### src/rtl/mrc_pkg.sv
`timescale 1ns / 1ps
`default_nettype none

package mrc_pkg;

  localparam int TBL_DEPTH = 4;

  typedef logic [2:0] op_t;
  typedef logic [2:0] port_t;
  typedef logic [1:0] vc_t;
  typedef logic [1:0] cnt_t;
  typedef logic [3:0] coord_t;

  localparam op_t OP_HEAD  = 3'd0;
  localparam op_t OP_BODY  = 3'd1;
  localparam op_t OP_TAIL  = 3'd2;
  localparam op_t OP_PORTQ = 3'd3;
  localparam op_t OP_VCQ   = 3'd4;

  localparam logic [2:0] ALG_XY   = 3'd0;
  localparam logic [2:0] ALG_NF   = 3'd1;
  localparam logic [2:0] ALG_WF   = 3'd2;
  localparam logic [2:0] ALG_NL   = 3'd3;
  localparam logic [2:0] ALG_OE   = 3'd4;
  localparam logic [2:0] ALG_NMNL = 3'd5;

  localparam port_t PORT_LOCAL = 3'd0;
  localparam port_t PORT_W     = 3'd1;
  localparam port_t PORT_E     = 3'd2;
  localparam port_t PORT_YM    = 3'd3;
  localparam port_t PORT_YP    = 3'd4;

  localparam logic [2:0] REG_ALG  = 3'd0;
  localparam logic [2:0] REG_MYX  = 3'd1;
  localparam logic [2:0] REG_MYY  = 3'd2;
  localparam logic [2:0] REG_COLS = 3'd3;
  localparam logic [2:0] REG_ROWS = 3'd4;

  typedef struct packed {
    logic [2:0] alg;
    coord_t     my_x;
    coord_t     my_y;
    logic [4:0] cols;
    logic [4:0] rows;
  } cfg_t;

  typedef struct packed {
    op_t    op;
    vc_t    vc;
    coord_t dest_x;
    coord_t dest_y;
    coord_t src_x;
    port_t  in_port;
  } req_t;

  // ports[2:0] is the first candidate
  typedef struct packed {
    logic [8:0] ports;
    cnt_t       count;
  } route_t;

  typedef struct packed {
    logic  all_idle;
    logic  error;
    logic  live;
    vc_t   out_vc;
    cnt_t  count;
    port_t egress;
  } res_t;

endpackage

`default_nettype wire

### src/rtl/mesh_route_computation_top.sv
`timescale 1ns / 1ps
`default_nettype none

// A request accepted into the request register passes through the route logic and the
// channel table into the result register, which drives out_tdata; out_tready low holds it.
// Throughput: one request per cycle unless out_tready is low; route logic and the
// channel table sit between the request and result registers, so nothing iterates.
// Reset (rst_n low, synchronous): all channels invalid, pointers zero, algorithm XY,
// router at (0,0), mesh 4 x 4, both pipeline registers empty.
module mesh_route_computation_top #(
  parameter int VC_COUNT = 4
) (
  input  wire         clk,
  input  wire         rst_n,
  input  wire         in_tvalid,
  output logic        in_tready,
  // vc_index[1:0], dest_x[5:2], dest_y[9:6], src_x[13:10], in_port[16:14]
  input  wire  [23:0] in_tdata,
  // operation[2:0]
  input  wire  [2:0]  in_tuser,
  output logic        out_tvalid,
  input  wire         out_tready,
  // egress port[2:0], candidate_count[4:3], out_vc[6:5], live route[7], error[8],
  // all_idle[9]
  output logic [15:0] out_tdata,
  input  wire         cfg_wr_en,
  input  wire  [2:0]  cfg_index,
  input  wire  [4:0]  cfg_wdata
);
  import mrc_pkg::*;

  cfg_t   cfg_r;
  req_t   req_r;
  logic   req_vld_r;
  res_t   res_r;
  logic   res_vld_r;
  route_t route;
  res_t   res;
  logic   advance;

  always_ff @(posedge clk) begin
    if (!rst_n) begin
      cfg_r.alg  <= ALG_XY;
      cfg_r.my_x <= '0;
      cfg_r.my_y <= '0;
      cfg_r.cols <= 5'd4;
      cfg_r.rows <= 5'd4;
    end else if (cfg_wr_en) begin
      case (cfg_index)
        REG_ALG:  cfg_r.alg  <= cfg_wdata[2:0];
        REG_MYX:  cfg_r.my_x <= cfg_wdata[3:0];
        REG_MYY:  cfg_r.my_y <= cfg_wdata[3:0];
        REG_COLS: cfg_r.cols <= cfg_wdata;
        REG_ROWS: cfg_r.rows <= cfg_wdata;
        default:  ;
      endcase
    end
  end

  // advance the held request into the result register when it is free
  assign advance   = req_vld_r && (!res_vld_r || out_tready);
  assign in_tready = !req_vld_r || advance;

  always_ff @(posedge clk) begin
    if (!rst_n) begin
      req_vld_r <= 1'b0;
      res_vld_r <= 1'b0;
    end else begin
      if (in_tready) req_vld_r <= in_tvalid;
      if (advance) res_vld_r <= 1'b1;
      else if (out_tready) res_vld_r <= 1'b0;
    end
  end

  always_ff @(posedge clk) begin
    if (in_tready && in_tvalid) begin
      req_r.op      <= in_tuser;
      req_r.vc      <= in_tdata[1:0];
      req_r.dest_x  <= in_tdata[5:2];
      req_r.dest_y  <= in_tdata[9:6];
      req_r.src_x   <= in_tdata[13:10];
      req_r.in_port <= in_tdata[16:14];
    end
    if (advance) res_r <= res;
  end

  mrc_route u_route (
    .cfg   (cfg_r),
    .req   (req_r),
    .route (route)
  );

  mrc_table #(
    .VC_COUNT (VC_COUNT)
  ) u_table (
    .clk   (clk),
    .rst_n (rst_n),
    .en    (advance),
    .req   (req_r),
    .route (route),
    .res   (res)
  );

  assign out_tvalid = res_vld_r;
  assign out_tdata  = {6'd0, res_r};

endmodule

`default_nettype wire

### src/rtl/mrc_route.sv
`timescale 1ns / 1ps
`default_nettype none

module mrc_route (
  input  wire mrc_pkg::cfg_t cfg,
  input  wire mrc_pkg::req_t req,
  output mrc_pkg::route_t    route
);
  import mrc_pkg::*;

  function automatic route_t add_port(route_t r, port_t p);
    route_t o;
    o = r;
    case (r.count)
      2'd0: begin o.ports[2:0] = p; o.count = 2'd1; end
      2'd1: begin o.ports[5:3] = p; o.count = 2'd2; end
      2'd2: begin o.ports[8:6] = p; o.count = 2'd3; end
      default: o = r;
    endcase
    return o;
  endfunction

  logic xn, xz, xp, yn, yz, yp;
  logic x_one, fringe;
  port_t xy;
  route_t r;

  assign xn = req.dest_x < cfg.my_x;
  assign xz = req.dest_x == cfg.my_x;
  assign xp = req.dest_x > cfg.my_x;
  assign yn = req.dest_y < cfg.my_y;
  assign yz = req.dest_y == cfg.my_y;
  assign yp = req.dest_y > cfg.my_y;
  assign x_one = {1'b0, req.dest_x} == ({1'b0, cfg.my_x} + 5'd1);
  assign fringe = (cfg.my_x == 4'd0) || (cfg.my_y == 4'd0) ||
                  (({1'b0, cfg.my_x} + 5'd1) >= cfg.cols) ||
                  (({1'b0, cfg.my_y} + 5'd1) >= cfg.rows);

  always_comb begin
    if (xz && yz)  xy = PORT_LOCAL;
    else if (xz)   xy = yn ? PORT_YM : PORT_YP;
    else           xy = xn ? PORT_W : PORT_E;
  end

  always_comb begin
    r = '0;
    if (xz && yz) begin
      r = add_port(r, PORT_LOCAL);
    end else begin
      case (cfg.alg)
        ALG_NF: begin
          if (xn && yn) begin
            r = add_port(r, PORT_W);
            r = add_port(r, PORT_YM);
          end else if (xn) r = add_port(r, PORT_W);
          else if (yn) r = add_port(r, PORT_YM);
          else if (xp && yp) begin
            r = add_port(r, PORT_E);
            r = add_port(r, PORT_YP);
          end else if (xz) r = add_port(r, PORT_YP);
          else r = add_port(r, PORT_E);
        end
        ALG_WF: begin
          if (xn) r = add_port(r, PORT_W);
          else if (xp) begin
            r = add_port(r, PORT_E);
            if (yn) r = add_port(r, PORT_YM);
            else if (yp) r = add_port(r, PORT_YP);
          end else r = add_port(r, yn ? PORT_YM : PORT_YP);
        end
        ALG_NL: begin
          if (xn) begin
            r = add_port(r, PORT_W);
            if (yp) r = add_port(r, PORT_YP);
          end else if (xp) begin
            if (yp) begin
              r = add_port(r, PORT_YP);
              r = add_port(r, PORT_E);
            end else r = add_port(r, PORT_E);
          end else r = add_port(r, yn ? PORT_YM : PORT_YP);
        end
        ALG_OE: begin
          if (xz) r = add_port(r, yp ? PORT_YP : PORT_YM);
          else if (xp) begin
            if (yz) r = add_port(r, PORT_E);
            else begin
              if (cfg.my_x[0] || (cfg.my_x == req.src_x))
                r = add_port(r, yp ? PORT_YP : PORT_YM);
              if (req.dest_x[0] || !x_one) r = add_port(r, PORT_E);
            end
          end else begin
            r = add_port(r, PORT_W);
            if (!cfg.my_x[0] && !yz) r = add_port(r, yp ? PORT_YP : PORT_YM);
          end
        end
        ALG_NMNL: begin
          if (fringe) r = add_port(r, xy);
          else if (req.in_port == PORT_YP) r = add_port(r, PORT_YM);
          else if (!xz || yp) begin
            if (req.in_port != PORT_W) r = add_port(r, PORT_W);
            if (req.in_port != PORT_E) r = add_port(r, PORT_E);
            r = add_port(r, PORT_YP);
          end else r = add_port(r, PORT_YM);
        end
        default: r = add_port(r, xy);
      endcase
    end
    // fall back to XY when nothing was chosen
    if (r.count == 2'd0) r = add_port(r, xy);
  end

  assign route = r;

endmodule

`default_nettype wire

### src/rtl/mrc_table.sv
`timescale 1ns / 1ps
`default_nettype none

module mrc_table #(
  parameter int VC_COUNT = 4
) (
  input  wire                  clk,
  input  wire                  rst_n,
  input  wire                  en,
  input  wire mrc_pkg::req_t   req,
  input  wire mrc_pkg::route_t route,
  output mrc_pkg::res_t        res
);
  import mrc_pkg::*;

  logic [TBL_DEPTH-1:0] valid_r, valid_nxt;
  logic [8:0]           ports_r [TBL_DEPTH];
  cnt_t                 count_r [TBL_DEPTH];
  cnt_t                 count_nxt [TBL_DEPTH];
  cnt_t                 pptr_r [TBL_DEPTH];
  cnt_t                 pptr_nxt [TBL_DEPTH];
  vc_t                  vptr_r [TBL_DEPTH];
  vc_t                  vptr_nxt [TBL_DEPTH];

  logic       exists;
  logic [1:0] p;
  logic [2:0] vsum;
  logic       wr_ports;

  assign exists = int'(req.vc) < VC_COUNT;
  assign vsum   = {1'b0, vptr_r[req.vc]} + 3'd1;

  always_comb begin
    p = pptr_r[req.vc];
    if (p >= count_r[req.vc]) p = 2'd0;
  end

  always_comb begin
    valid_nxt = valid_r;
    count_nxt = count_r;
    pptr_nxt  = pptr_r;
    vptr_nxt  = vptr_r;
    wr_ports  = 1'b0;
    res       = '0;
    if (!exists) begin
      if (req.op inside {[OP_HEAD:OP_VCQ]}) res.error = 1'b1;
    end else if (req.op == OP_HEAD) begin
      wr_ports            = 1'b1;
      count_nxt[req.vc]   = route.count;
      pptr_nxt[req.vc]    = 2'd0;
      valid_nxt[req.vc]   = 1'b1;
      res.egress          = route.ports[2:0];
    end else if ((req.op inside {[OP_BODY:OP_VCQ]}) && !valid_r[req.vc]) begin
      res.error = 1'b1;
    end else if (req.op == OP_TAIL) begin
      valid_nxt[req.vc] = 1'b0;
      count_nxt[req.vc] = 2'd0;
      pptr_nxt[req.vc]  = 2'd0;
    end else if (req.op == OP_PORTQ) begin
      case (p)
        2'd0:    res.egress = ports_r[req.vc][2:0];
        2'd1:    res.egress = ports_r[req.vc][5:3];
        2'd2:    res.egress = ports_r[req.vc][8:6];
        default: res.egress = PORT_LOCAL;
      endcase
      pptr_nxt[req.vc] = p + 2'd1;
    end else if (req.op == OP_VCQ) begin
      res.out_vc = vptr_r[req.vc];
      // wrap at VC_COUNT; the pointer itself keeps two bits
      vptr_nxt[req.vc] = (int'(vsum) >= VC_COUNT) ? 2'd0 : vsum[1:0];
    end
    res.count    = exists ? count_nxt[req.vc] : 2'd0;
    res.live     = exists ? valid_nxt[req.vc] : 1'b0;
    res.all_idle = ~|valid_nxt;
  end

  always_ff @(posedge clk) begin
    if (!rst_n) begin
      valid_r <= '0;
      for (int i = 0; i < TBL_DEPTH; i++) begin
        count_r[i] <= '0;
        pptr_r[i]  <= '0;
        vptr_r[i]  <= '0;
      end
    end else if (en) begin
      valid_r <= valid_nxt;
      for (int i = 0; i < TBL_DEPTH; i++) begin
        count_r[i] <= count_nxt[i];
        pptr_r[i]  <= pptr_nxt[i];
        vptr_r[i]  <= vptr_nxt[i];
      end
    end
  end

  always_ff @(posedge clk) begin
    if (en && wr_ports) ports_r[req.vc] <= route.ports;
  end

endmodule

`default_nettype wire

### config.mk
export PLATFORM = sky130hd
export DESIGN_NAME = mesh_route_computation_top
export DESIGN_NICKNAME = d
export VERILOG_FILES = /design/src/rtl/mrc_pkg.sv /design/src/rtl/mesh_route_computation_top.sv /design/src/rtl/mrc_route.sv /design/src/rtl/mrc_table.sv
export SDC_FILE = /design/constraint.sdc
export NUM_CORES = 1
export LEC_CHECK = 0
export BUFFER_PORTS_ARGS = -buffer_cell sky130_fd_sc_hd__buf_4
export CORE_UTILIZATION = 52
export DETAILED_ROUTE_END_ITERATION = 8
export HOLD_SLACK_MARGIN = 0.12
export PLACE_DENSITY = 0.71
export SLEW_MARGIN = 20
export SYNTH_ARGS = -nofsm -noshare
export SYNTH_HDL_FRONTEND = slang
export SYNTH_SLANG_ARGS = --single-unit
### constraint.sdc
create_clock -name clk -period 4.4 [get_ports clk]
set_clock_uncertainty 0.15 [all_clocks]
set_input_delay 0.66 -clock clk [delete_from_list [all_inputs] [get_ports clk]]
set_output_delay 0.66 -clock clk [all_outputs]
set_load 0.01 [all_outputs]
==> Yosys cells after proc, flatten, opt, wreduce, memory -nomap -nowiden <==
Memory sizes are Yosys's and may differ from the RTL's. A register that Yosys moved wholly into a read port is not among the register bits.
Cells that the tools add are included.
{ "totals": {"ram_bits": 36, "mem_count": 1, "register_bits": 81} }
{ "classes": {"n_eq_ne": 42, "magnitude_cmp": 14, "mux": 160, "reduce_logical": 53, "bitwise_logic": 12, "n_addsub": 4} }
{ "mem_list": {"columns": ["memory", "depth", "width", "read_ports", "rd_ports_with_merged_regs", "write_ports", "line_no", "rtl"], "rows": [
  ["u_table.ports_r", 4, 9, 1, 1, 1, "mrc_table.sv:17", "logic [8:0] ports_r [TBL_DEPTH];"]
]} }
{ "ops": {"columns": ["operator", "n"], "rows": [
  ["$mux 11", 36],
  ["$mux 5", 27],
  ["$mux 3", 35],
  ["$mux 8", 7],
  ["$pmux 11 s5", 1],
  ["$pmux 2 s3", 9],
  ["$mux 2", 19],
  ["$bwmux 8", 3],
  ["$eq 2x1->1 const B", 11],
  ["$eq 2x2->1 const B", 11],
  ["$logic_not 2->1", 11],
  ["$mux 10", 2],
  ["$eq 3x2->1 const B", 6],
  ["$and 8x8->8", 2],
  ["$bmux 2 s2", 4],
  ["$eq 3x3->1 const B", 5],
  ["$eq 4x4->1", 3],
  ["$mux 4", 3],
  ["$logic_and 1x1->1", 11],
  ["$add 4x1->5 const B", 2],
  ["$ge 5x5->1", 2],
  ["$reduce_and 2->1", 5],
  ["$mux 1", 9],
  ["$pmux 3 s3", 1],
  ["other kinds (35)", 60]
]} }

==> Logic depth before layout (Yosys ltp) <==
Gate-level depths: netlist of run 1.
{ "logic_depth": {"ltp_word": 31, "depth_mapped": 14, "depth_no_buf": 13} }

==> Cells and area by module <==
From an unflattened synthesis of run 1, not the netlist that was laid out.
{ "unflattened": {"cells_unflattened": 576, "hier_area_um2": 6467.5} }
{ "modules_own_cells": {"columns": ["module", "n_inst", "cells_each", "area_per_inst_um2"], "rows": [
  ["mrc_table", 1, 229, 2982.9],
  ["mesh_route_computation_top", 1, 126, 1876.8],
  ["mrc_route", 1, 221, 1607.8]
]} }

==> Least setup slack after synthesis of run 1 <==
No wires, ideal clock.
{ "synth_path": {"path_kind": "register to register", "start": "reg req_r[15] (netlist bit)", "end": "reg res_r (netlist bit out_tdata[1]) (data pin)", "arrival_time_ps": 2952, "path_buffers": 2, "slack_ps": 1034, "stages_incl_launch_ff": 12, "setup_ps": 264, "t_required_ps": 3986, "path_cell_list": "edfxtp_1 > clkbuf_1 > clkbuf_1 > mux4_2 > ha_1 > a21oi_1 > and2_1 > inv_1 > ha_1 > a222oi_1 > or2_2 > o211ai_2"} }
{ "synth_rtl": {"columns": ["element", "line_no", "rtl"], "rows": [
  ["start: declaration", "mesh_route_computation_top.sv:33", "req_t req_r;"],
  ["end signal: assignment", "mesh_route_computation_top.sv:84", "if (advance) res_r <= res;"],
  ["end: declaration", "mesh_route_computation_top.sv:35", "res_t res_r;"]
]} }

==> results.md, run 1 <==
Clock tree:
- The H-tree level count is 4.
- After clock tree synthesis, the flow added hold-fix buffers numbering 0.
- After clock tree synthesis, the clock-pin slew on the worst setup and hold paths is approximately 50 ps.
- TritonCTS created 17 clock buffers.
- Buffers added to address setup during post-CTS repair amount to 0.
- In this run the deepest clock path goes through 2 buffers.
- TritonCTS built the clock tree.
- The clock net in this run drives a total of 119 sinks.
- Gates resized during post-CTS repair numbered 0.
- The cell chosen for the clock root is clkbuf_16.
- The later-pin clock latency in the skew report is 420 ps.

Global route:
- For this run, the total global-route usage over all layers was measured as 0.235.
- The wire length of the first global-routing pass is 22,700 um.
- For met3 alone, demand over resource in global routing was 0.0573.
- The initial antenna violation count is 0.
- The met2 routing resource usage after global routing is 0.400.
- After global routing the overflow that remains totals 0.
- met2 is the most crowded layer.
- In the global route stage, met1 resource usage came out at 0.282.
- The pin count of the biggest net entering global routing is 52.
- The number of global-route vias before repair is approximately 4,600.

Timing:
- Dividing the final minimum period by the clock period gives 0.867.
- The number of setup violations in the final report is 0.
- The final-report hold violation count came to 0.
- Setup repair after global routing left no endpoint under its margin.
- The shortest clock period the worst path allows after layout is around 3800 ps.
- The final worst slack is between 500 and 600 ps.
- The number of max-slew violations in the final report is 0.
- For the final routed database, the setup TNS stands at 0 ps.
- The maximum clock frequency is between 0.2 and 0.3 GHz.
- Measured against its own limit, the worst slew margin works out to 0.364.
- For the pin with the worst max-slew slack, the measured transition is ~950 ps.

Die:
- The placeable core region is 0.0120 mm^2.
- The x dimension of the die is ~110 um.
- The I/O pin count is between 50 and 60.
- For this configuration, the core starts out at a cell density of 0.533.
- The floorplan has 40 rows.
- The full die area is 0.0128 mm^2.
- In this run the vertical extent of the chip is between 100 and 150 um.

Worst setup path:
- STA classifies the critical path startpoint as a register.
- The worst reg-to-reg path cell count is 12.
- Data on the critical path arrives at its endpoint at 3840 ps.
- The required time at the endpoint of the critical path is about 4400 ps.
- Along the worst path, the maximum fanout reaches 13.
- STA classifies the critical path endpoint as a register.
- By startpoint and endpoint, the worst setup path is classified as reg -> reg.

Worst hold path:
- Along the worst hold path, the cell count comes to 1.
- The type of the worst min-delay path is in -> reg.

Yosys:
- The most common cell in the netlist is edfxtp_1.
- Among all flip-flop cells after synthesis, the most frequent one is edfxtp_1.
- After synthesis the cells add up to between 0.006 and 0.007 mm^2.
- The area share of the largest cell type after synthesis is 0.309.
- Yosys attributes the largest share of cell area to edfxtp_1, dfxtp_1, ha_1.
- After synthesis, the share of flip-flops with an asynchronous set or reset is 0.
- The number of synthesized register bits is between 100 and 150.
- Synthesis produced around 600 cells.
- The biggest area contributor in the post-synthesis netlist is edfxtp_1.
- The commonest cells after synthesis are edfxtp_1, dfxtp_1, nand2_1.
- Counting flops with a built-in enable in the synthesized netlist gives 66.
- The average instance area after synthesis is 10.7 um^2.
- Of the synthesized area, sequential elements account for 0.475.
- The Yosys warning count is 0.
- The synthesized netlist contains 67 unique library cells.

Placement:
- The final weighted congestion in routability-driven placement is roughly 0.82.
- The worst-case setup slack after placement is 664 ps.
- Detailed placement finished with a half-perimeter wire length of around 9900 um.
- Summing all placed instances gives a cell area of ~0.0069 mm^2.
- Port buffering added 44 buffers.

Power and ir drop:
- Power spread over the standard cell area amounts to around 370 mW/mm^2.
- The worst-case IR drop observed on VDD is between 0.0002 and 0.0003 V.
- Of the total power, registers draw 0.442.
- The share of total power dissipated in the clock network is 0.484.
- Summed over all nets, the switching power comes to slightly above 0.0006 W.
- The internal portion of total power is about 0.0022 W.
- The combinational fraction of design power is 0.074.
- For this design the static power due to leakage is around 2.8 nW.
- The share of total power consumed by net switching is 0.221.

Status:
- The run finished with clean final reports.

Detailed routing:
- The remaining antenna violation count after routing is 0.
- The pre-antenna-repair detailed-routing pass consisted of 5 iterations.
- The detailed-route DRC error count is 0.
- Summed over all layers, the routed wires come to approximately 14,000 um.
- After detailed routing, the average wire length per cell comes to 17.4 um.
- Across all layers, the routed design uses ~4,800 vias.
- The violation count after the first detailed-routing iteration is roughly 310.
- After detailed routing, the number of vias per cell comes to around 5.9.

Finish:
- In the final layout, the share of cells above drive strength 1 is 0.148.
- Compared with the post-synthesis result, the final layout area differs by 15.8%.
- The total inserted antenna cells is 0.
- The number of fill cells in the layout is about 1,000.
- The post-layout instance area is 0.00742 mm^2.
- The number of nets in the finished design is just over 700.

Run:
- The max-cap violation count is 0.
[metal layers]
layer  up-vias  part of all wire
met5         -                 0
met4         0             0.023
met3        28             0.044
met2       133              0.49
met1      2300              0.44
li1       2291                 -
[power by group through the flow]
stage	logic (W)	registers (W)	clock network, W
finish	0.000205	0.00123	0.00135
CTS	0.000204	0.00123	0.00136
global route	0.000225	0.00123	0.00141
floorplan	0.000147	0.00123	0
detailed placement	0.000202	0.00125	0
global placement	0.000197	0.00125	0
[state kept, by name, summed over array words and instances, names as in the netlist, named ones only]
name	flops
cfg_r	21
out_tdata	10
out_tvalid	1
req_r	20
req_vld_r	1
u_table.count_r	8
u_table.ports_r	36
u_table.pptr_r	8
u_table.valid_r	4
u_table.vptr_r	8
[cells in the final DEF, fill, tap and decap left out, drive strengths merged, types with 3 or more instances in the layout]
master	n
a2111oi	3
a211oi	3
a21boi	17
a21o	3
a21oi	22
a22oi	4
a31oi	8
a32oi	4
and2	12
and3	6
and4	3
buf	48
bufinv	3
clkbuf	19
clkinv	8
conb	14
dfxtp	53
edfxtp	66
ha	34
inv	32
mux2i	29
mux4	16
nand2	50
nand2b	5
nand3	12
nand4	4
nor2	38
nor2b	35
nor3	12
nor3b	4
o211ai	11
o21a	3
o21ai	38
xnor2	3
xor2	6
[stage by stage]
step	utilization	hold slack, ps	instances	power (W)
2_1_floorplan	-	282	614	0.00138
3_3_place_gp	0.570	296	777	0.00145
3_5_place_dp	0.570	313	777	0.00145
4_1_cts	0.618	249	808	0.00279
5_1_grt	0.618	249	808	0.00287
6_report	0.618	260	808	0.00278
[worst max-delay path, stage by stage, from the launching register on]
cell and delay [ps]:
dfxtp_1 540, inv_1 160, ha_1 380, ha_1 300, o21ai_0 150, o21bai_1 80, a21o_1 190, a21oi_2 160
buf_4 180, nand3_1 90, a221o_1 540, nor2_1 190, mux2i_1 440
[cell type report]
cell class	instances	area (um^2)	share of cell area
Inverter	32	120	0.0162
Clock inverter	12	135	0.0182
Clock buffer	19	433	0.0584
Multi-Input combinational cell	431	3140	0.424
Tap cell	147	184	0.0248
Timing Repair Buffer	48	360	0.0486
Sequential cell	119	3040	0.410
[logic make-up after synthesis]
group	share of synthesized area
AO/OA/AOI/OAI	0.147
multiplexers	0.105
other	0.000585
AND/OR/NAND/NOR	0.147
flip-flops	0.475
XOR/XNOR	0.0158
adder cells (fa/ha/maj)	0.0664
buffers and inverters	0.0430
[path summary, 6_finish.rpt]
| kind | slack, ps | start | to |
|---|---|---|---|
| max reg2reg | 580 | cfg_r[14] | u_table.ports_r[0][0] |
| min | 260 | in_tdata[15] | req_r[1] |
| max | 580 | cfg_r[14] | u_table.ports_r[0][0] |
| min reg2reg | 320 | u_table.count_r[6] | u_table.count_r[6] |
No activity file was read; power rests on OpenSTA's default activity.
==> run 2: changes to the inputs <==
Settings changed: CELL_PAD_IN_SITES_DETAIL_PLACEMENT from default to 1, CELL_PAD_IN_SITES_GLOBAL_PLACEMENT from default to 1, CORE_UTILIZATION 52 to 48, PLACE_DENSITY 0.71 to default, PLACE_DENSITY_LB_ADDON from default to 0.1.
==> run 2 against run 1 <==
Routed wire length increased by 14%. Highest routed layer unchanged. Non-clock buffer count increased by 2. Critical path type unchanged. Utilization decreased by 3.8 points. Final area increased by 0.25%. Critical path depth decreased by 1. Combinational power increased by 3%. First-iteration DRC count decreased by 13%. Critical endpoint is now u_table.ports_r[2][1]. Clock power decreased by 7%. Worst setup slack got worse by 37 ps. Via count increased by 2.0%. Hold slack improved by 0.96 ps. Register-to-register slack got worse by 40 ps.
==> results.md, run 2 (synthesis gave the netlist of run 1 again) <==
Finish:
- The total inserted antenna cells came to 0 (unchanged).
- The register cell area after layout is 0.00304 mm^2 (unchanged).
- Compared with the post-synthesis result, the final layout area differs by 16.1%.
- The footprint of the multi-input gates is 0.00314 mm^2 (unchanged).
- The number of fill cells in the layout is 1,381 (+41%).
- The share of cells above drive strength 1 was 0.155 (+0.00686).
- The post-layout instance area was 0.00744 mm^2 (+0.25%).
- The flip-flop count of the largest register, all copies and words added is 36 (unchanged).
- The top cell types in the final layout, fill and taps aside, are edfxtp_1, dfxtp_1, nand2_1, buf_4, nor2_1.
- In the final layout, the registers with the most flip-flops are u_table.ports_r x36, cfg_r x21, req_r x20.
- The number of nets in the finished design is 725 (+0.28%).
- The final core utilization is 0.580 (-0.0377).
- The library cell used most frequently in the layout, excluding fill and tap cells, is edfxtp_1.
- The register bank with the most flops is u_table.ports_r.

Worst setup path:
- The cell occurring most often along the worst timing path is ha_1.
- The largest incremental delay on the critical path is 570 ps (+30 ps).
- The gate family responsible for the most delay along the worst path is compound AO/OA/AOI/OAI gates.
- By startpoint and endpoint, the worst setup path is classified as reg -> reg.
- The worst reg-to-reg path cell count is 11 (-1).
- The required time at the endpoint of the critical path is 4450 ps (+30 ps).
- STA classifies the critical path startpoint as a register.
- The sum of buffers and inverters on the critical path was 1 (-1).
- The worst setup path is captured at a register.
- The critical path data arrival time is 3900 ps (+60 ps).
- The highest net fanout along the worst path came to 13 (unchanged).
- The worst-case register-to-register setup slack came to 550 ps (-40 ps).
- The path length in cells of the critical path is 11 (-1).
- The start of the worst register-to-register path is cfg_r[14].
- The cell with the biggest individual delay on the critical path is dfxtp_1.
- The capturing point of the worst reg2reg path is u_table.ports_r[2][1].
- Walking the worst path, the cells encountered are inv_1 -> ha_1 -> ha_1 -> o21ai_0 -> o21bai_1 -> a21o_1 -> a21oi_2 -> nand3_1 -> a221o_1 -> o221a_1 -> o21ai_1.

Detailed routing:
- The violation count after the first detailed-routing iteration is 273 (-13%).
- The wire length per cell was 19.1 um (+9.9%).
- The number of vias after detailed routing is 4,846 (+2.0%).
- The number of detailed-routing iterations run before antenna repair came to 4 (-1).
- The sum of routed wire length over all layers came to 16,000 um (+14%).
- The detailed-route DRC error count is 0 (unchanged).
- The per-cell via count in the routed design is 5.80 (-1.4%).
- The remaining antenna violation count after routing is 0 (unchanged).

Placement:
- The placement-stage cell area came to 0.00690 mm^2 (+0.68%).
- The final weighted congestion in routability-driven placement is 0.863 (+5.0%).
- The sum of net half-perimeters after detailed placement is 11,500 um (+15%).
- The count of buffers from port buffering is 44 (unchanged).

Status:
- The run finished with clean final reports.

Run:
- The max-cap violation count is 0 (unchanged).

Timing:
- The number of setup violations in the final report came to 0 (unchanged).
- The worst hold margin came to 261 ps (+0.956 ps).
- Setup repair after global routing left no endpoint under its margin.
- The worst slew margin relative to its limit is 0.340 (-0.0241).
- The final-report hold violation count is 0 (unchanged).
- The maximum clock frequency was 0.260 GHz (-0.96%).
- The final cycle utilization of the critical path came to 0.876 (+0.00843).
- The transition time of the tightest slew-check pin is 989 ps (+42.3 ps).
- The number of max-slew violations in the final report is 0 (unchanged).
- The shortest clock period the worst path allows after layout is 3850 ps (+37.1 ps).
- The sum of negative setup slack is 0 ps (unchanged).

Clock tree:
- The maximum number of buffers from clock root to sink is 2 (unchanged).
- The count of hold buffers inserted by post-cts repair is 0 (unchanged).
- The cell sitting at the root of the clock tree is a clkbuf_16.
- The clock-pin slew on the worst setup and hold paths is 50 ps (about the same).
- The number of buffers inserted to repair setup after CTS came to 0 (unchanged).
- The number of clock sinks seen by CTS was 119 (unchanged).
- The later-pin clock latency in the skew report came to 420 ps (about the same).
- The H-tree level count was 4 (unchanged).
- TritonCTS built the clock tree.
- The count of cells resized by post-cts repair came to 0 (unchanged).
- The number of clock buffers inserted by TritonCTS is 17 (unchanged).

Worst hold path:
- In this run the most critical hold path is launched from in_tdata[8].
- The tightest min-delay check is of the in -> reg type.
- The cell depth of the worst min-delay path came to 1 (unchanged).
- The terminating pin of the worst hold path is req_r[9].

Global route:
- The leftover overflow at the end of global routing came to 0 (unchanged).
- The number of global-route vias before repair is 5,163 (+11%).
- The total global-route track usage is 0.245 (+0.00969).
- The initial antenna violation count came to 0 (unchanged).
- The pin count of the biggest net entering global routing is 52 (unchanged).
- The wire length of the first global-routing pass was 26,100 um (+15%).

Power and ir drop:
- The power density over the cells is 362 mW/mm^2 (-3.2%).
- The leakage dissipation is 2.78 nW (+0.12%).
- The overall power of the completed layout was 0.00269 W (-3.0%).
- The largest voltage drop on the vdd net is 0.000251 V (-4.7%).

Die:
- The full die area came to 0.0138 mm^2 (+8.2%).
- The standard-cell row count came to 41 (+2.5%).
- The I/O pin count was 58 (unchanged).
- The vertical extent of the die is 118 um (+4.0%).
- The placeable core region is 0.0128 mm^2 (+6.8%).
- The starting utilization of the core area came to 0.500 (-0.0338).
- The x dimension of the die was 118 um (+4.0%).
==> run 2: cell types whose count changed in the layout (fill, tap and decap cells not counted) <==
cell	change
clkbuf_16	+2
bufinv_16	-3
buf_4	+2
clkinv_1	-5
clkinv_2	+4
clkbuf_1	+3
==> run 2: metal layers <==
metal | up-vias | GRT usage | wire length (um) | share of wire
met5 | - | 0 | 0 | 0
met4 | 0 | 0.122 | 483 | 0.030
met3 | 36 | 0.0528 | 525 | 0.033
met2 | 112 | 0.433 | 8200 | 0.51
met1 | 2405 | 0.279 | 6740 | 0.42
li1 | 2293 | - | - | -
==> run 2: layout make-up <==
class | instances | share of cell area
Sequential cell | 119 | 0.409
Clock buffer | 24 | 0.0665
Inverter | 32 | 0.0162
Multi-Input combinational cell | 431 | 0.423
Timing Repair Buffer | 50 | 0.0505
Clock inverter | 8 | 0.00622
Tap cell | 172 | 0.0289
==> run 2: metrics by stage <==
stage	cells	setup slack [ps]
2_1_floorplan	614	1030
4_1_cts	836	580
5_1_grt	836	401
3_5_place_dp	804	663
3_3_place_gp	804	839
6_report	836	547
==> run 2: worst reg2reg max path: cells and delay by family (launching register included) <==
| family | cells | cell delay, ps |
|---|---|---|
| adders and majority gates | 2 | 680 |
| and+or+nand+nor | 1 | 130 |
| DFF | 1 | 570 |
| buffers and inverters | 1 | 170 |
| AOI/OAI and AO/OA | 7 | 1930 |
==> run 2: how the worst max path moves through the flow <==
stage | from | slack, ps | endpoint
after floorplan | req_r[15] | 1030 | out_tdata[1]
after global placement | cfg_r[14] | 840 | u_table.ports_r[0][1]
after detailed placement | cfg_r[14] | 660 | u_table.ports_r[2][1]
after CTS | cfg_r[14] | 580 | u_table.ports_r[2][1]
after global routing | cfg_r[14] | 400 | u_table.ports_r[3][2]
final | cfg_r[14] | 550 | u_table.ports_r[2][1]
==> run 2: power by group <==
| group | internal (W) | switching [W] |
|---|---|---|
| Combinational | 0.0000904 | 0.000121 |
| Sequential | 0.00120 | 0.0000266 |
| Clock | 0.000779 | 0.000477 |
| Total | 0.00207 | 0.000624 |
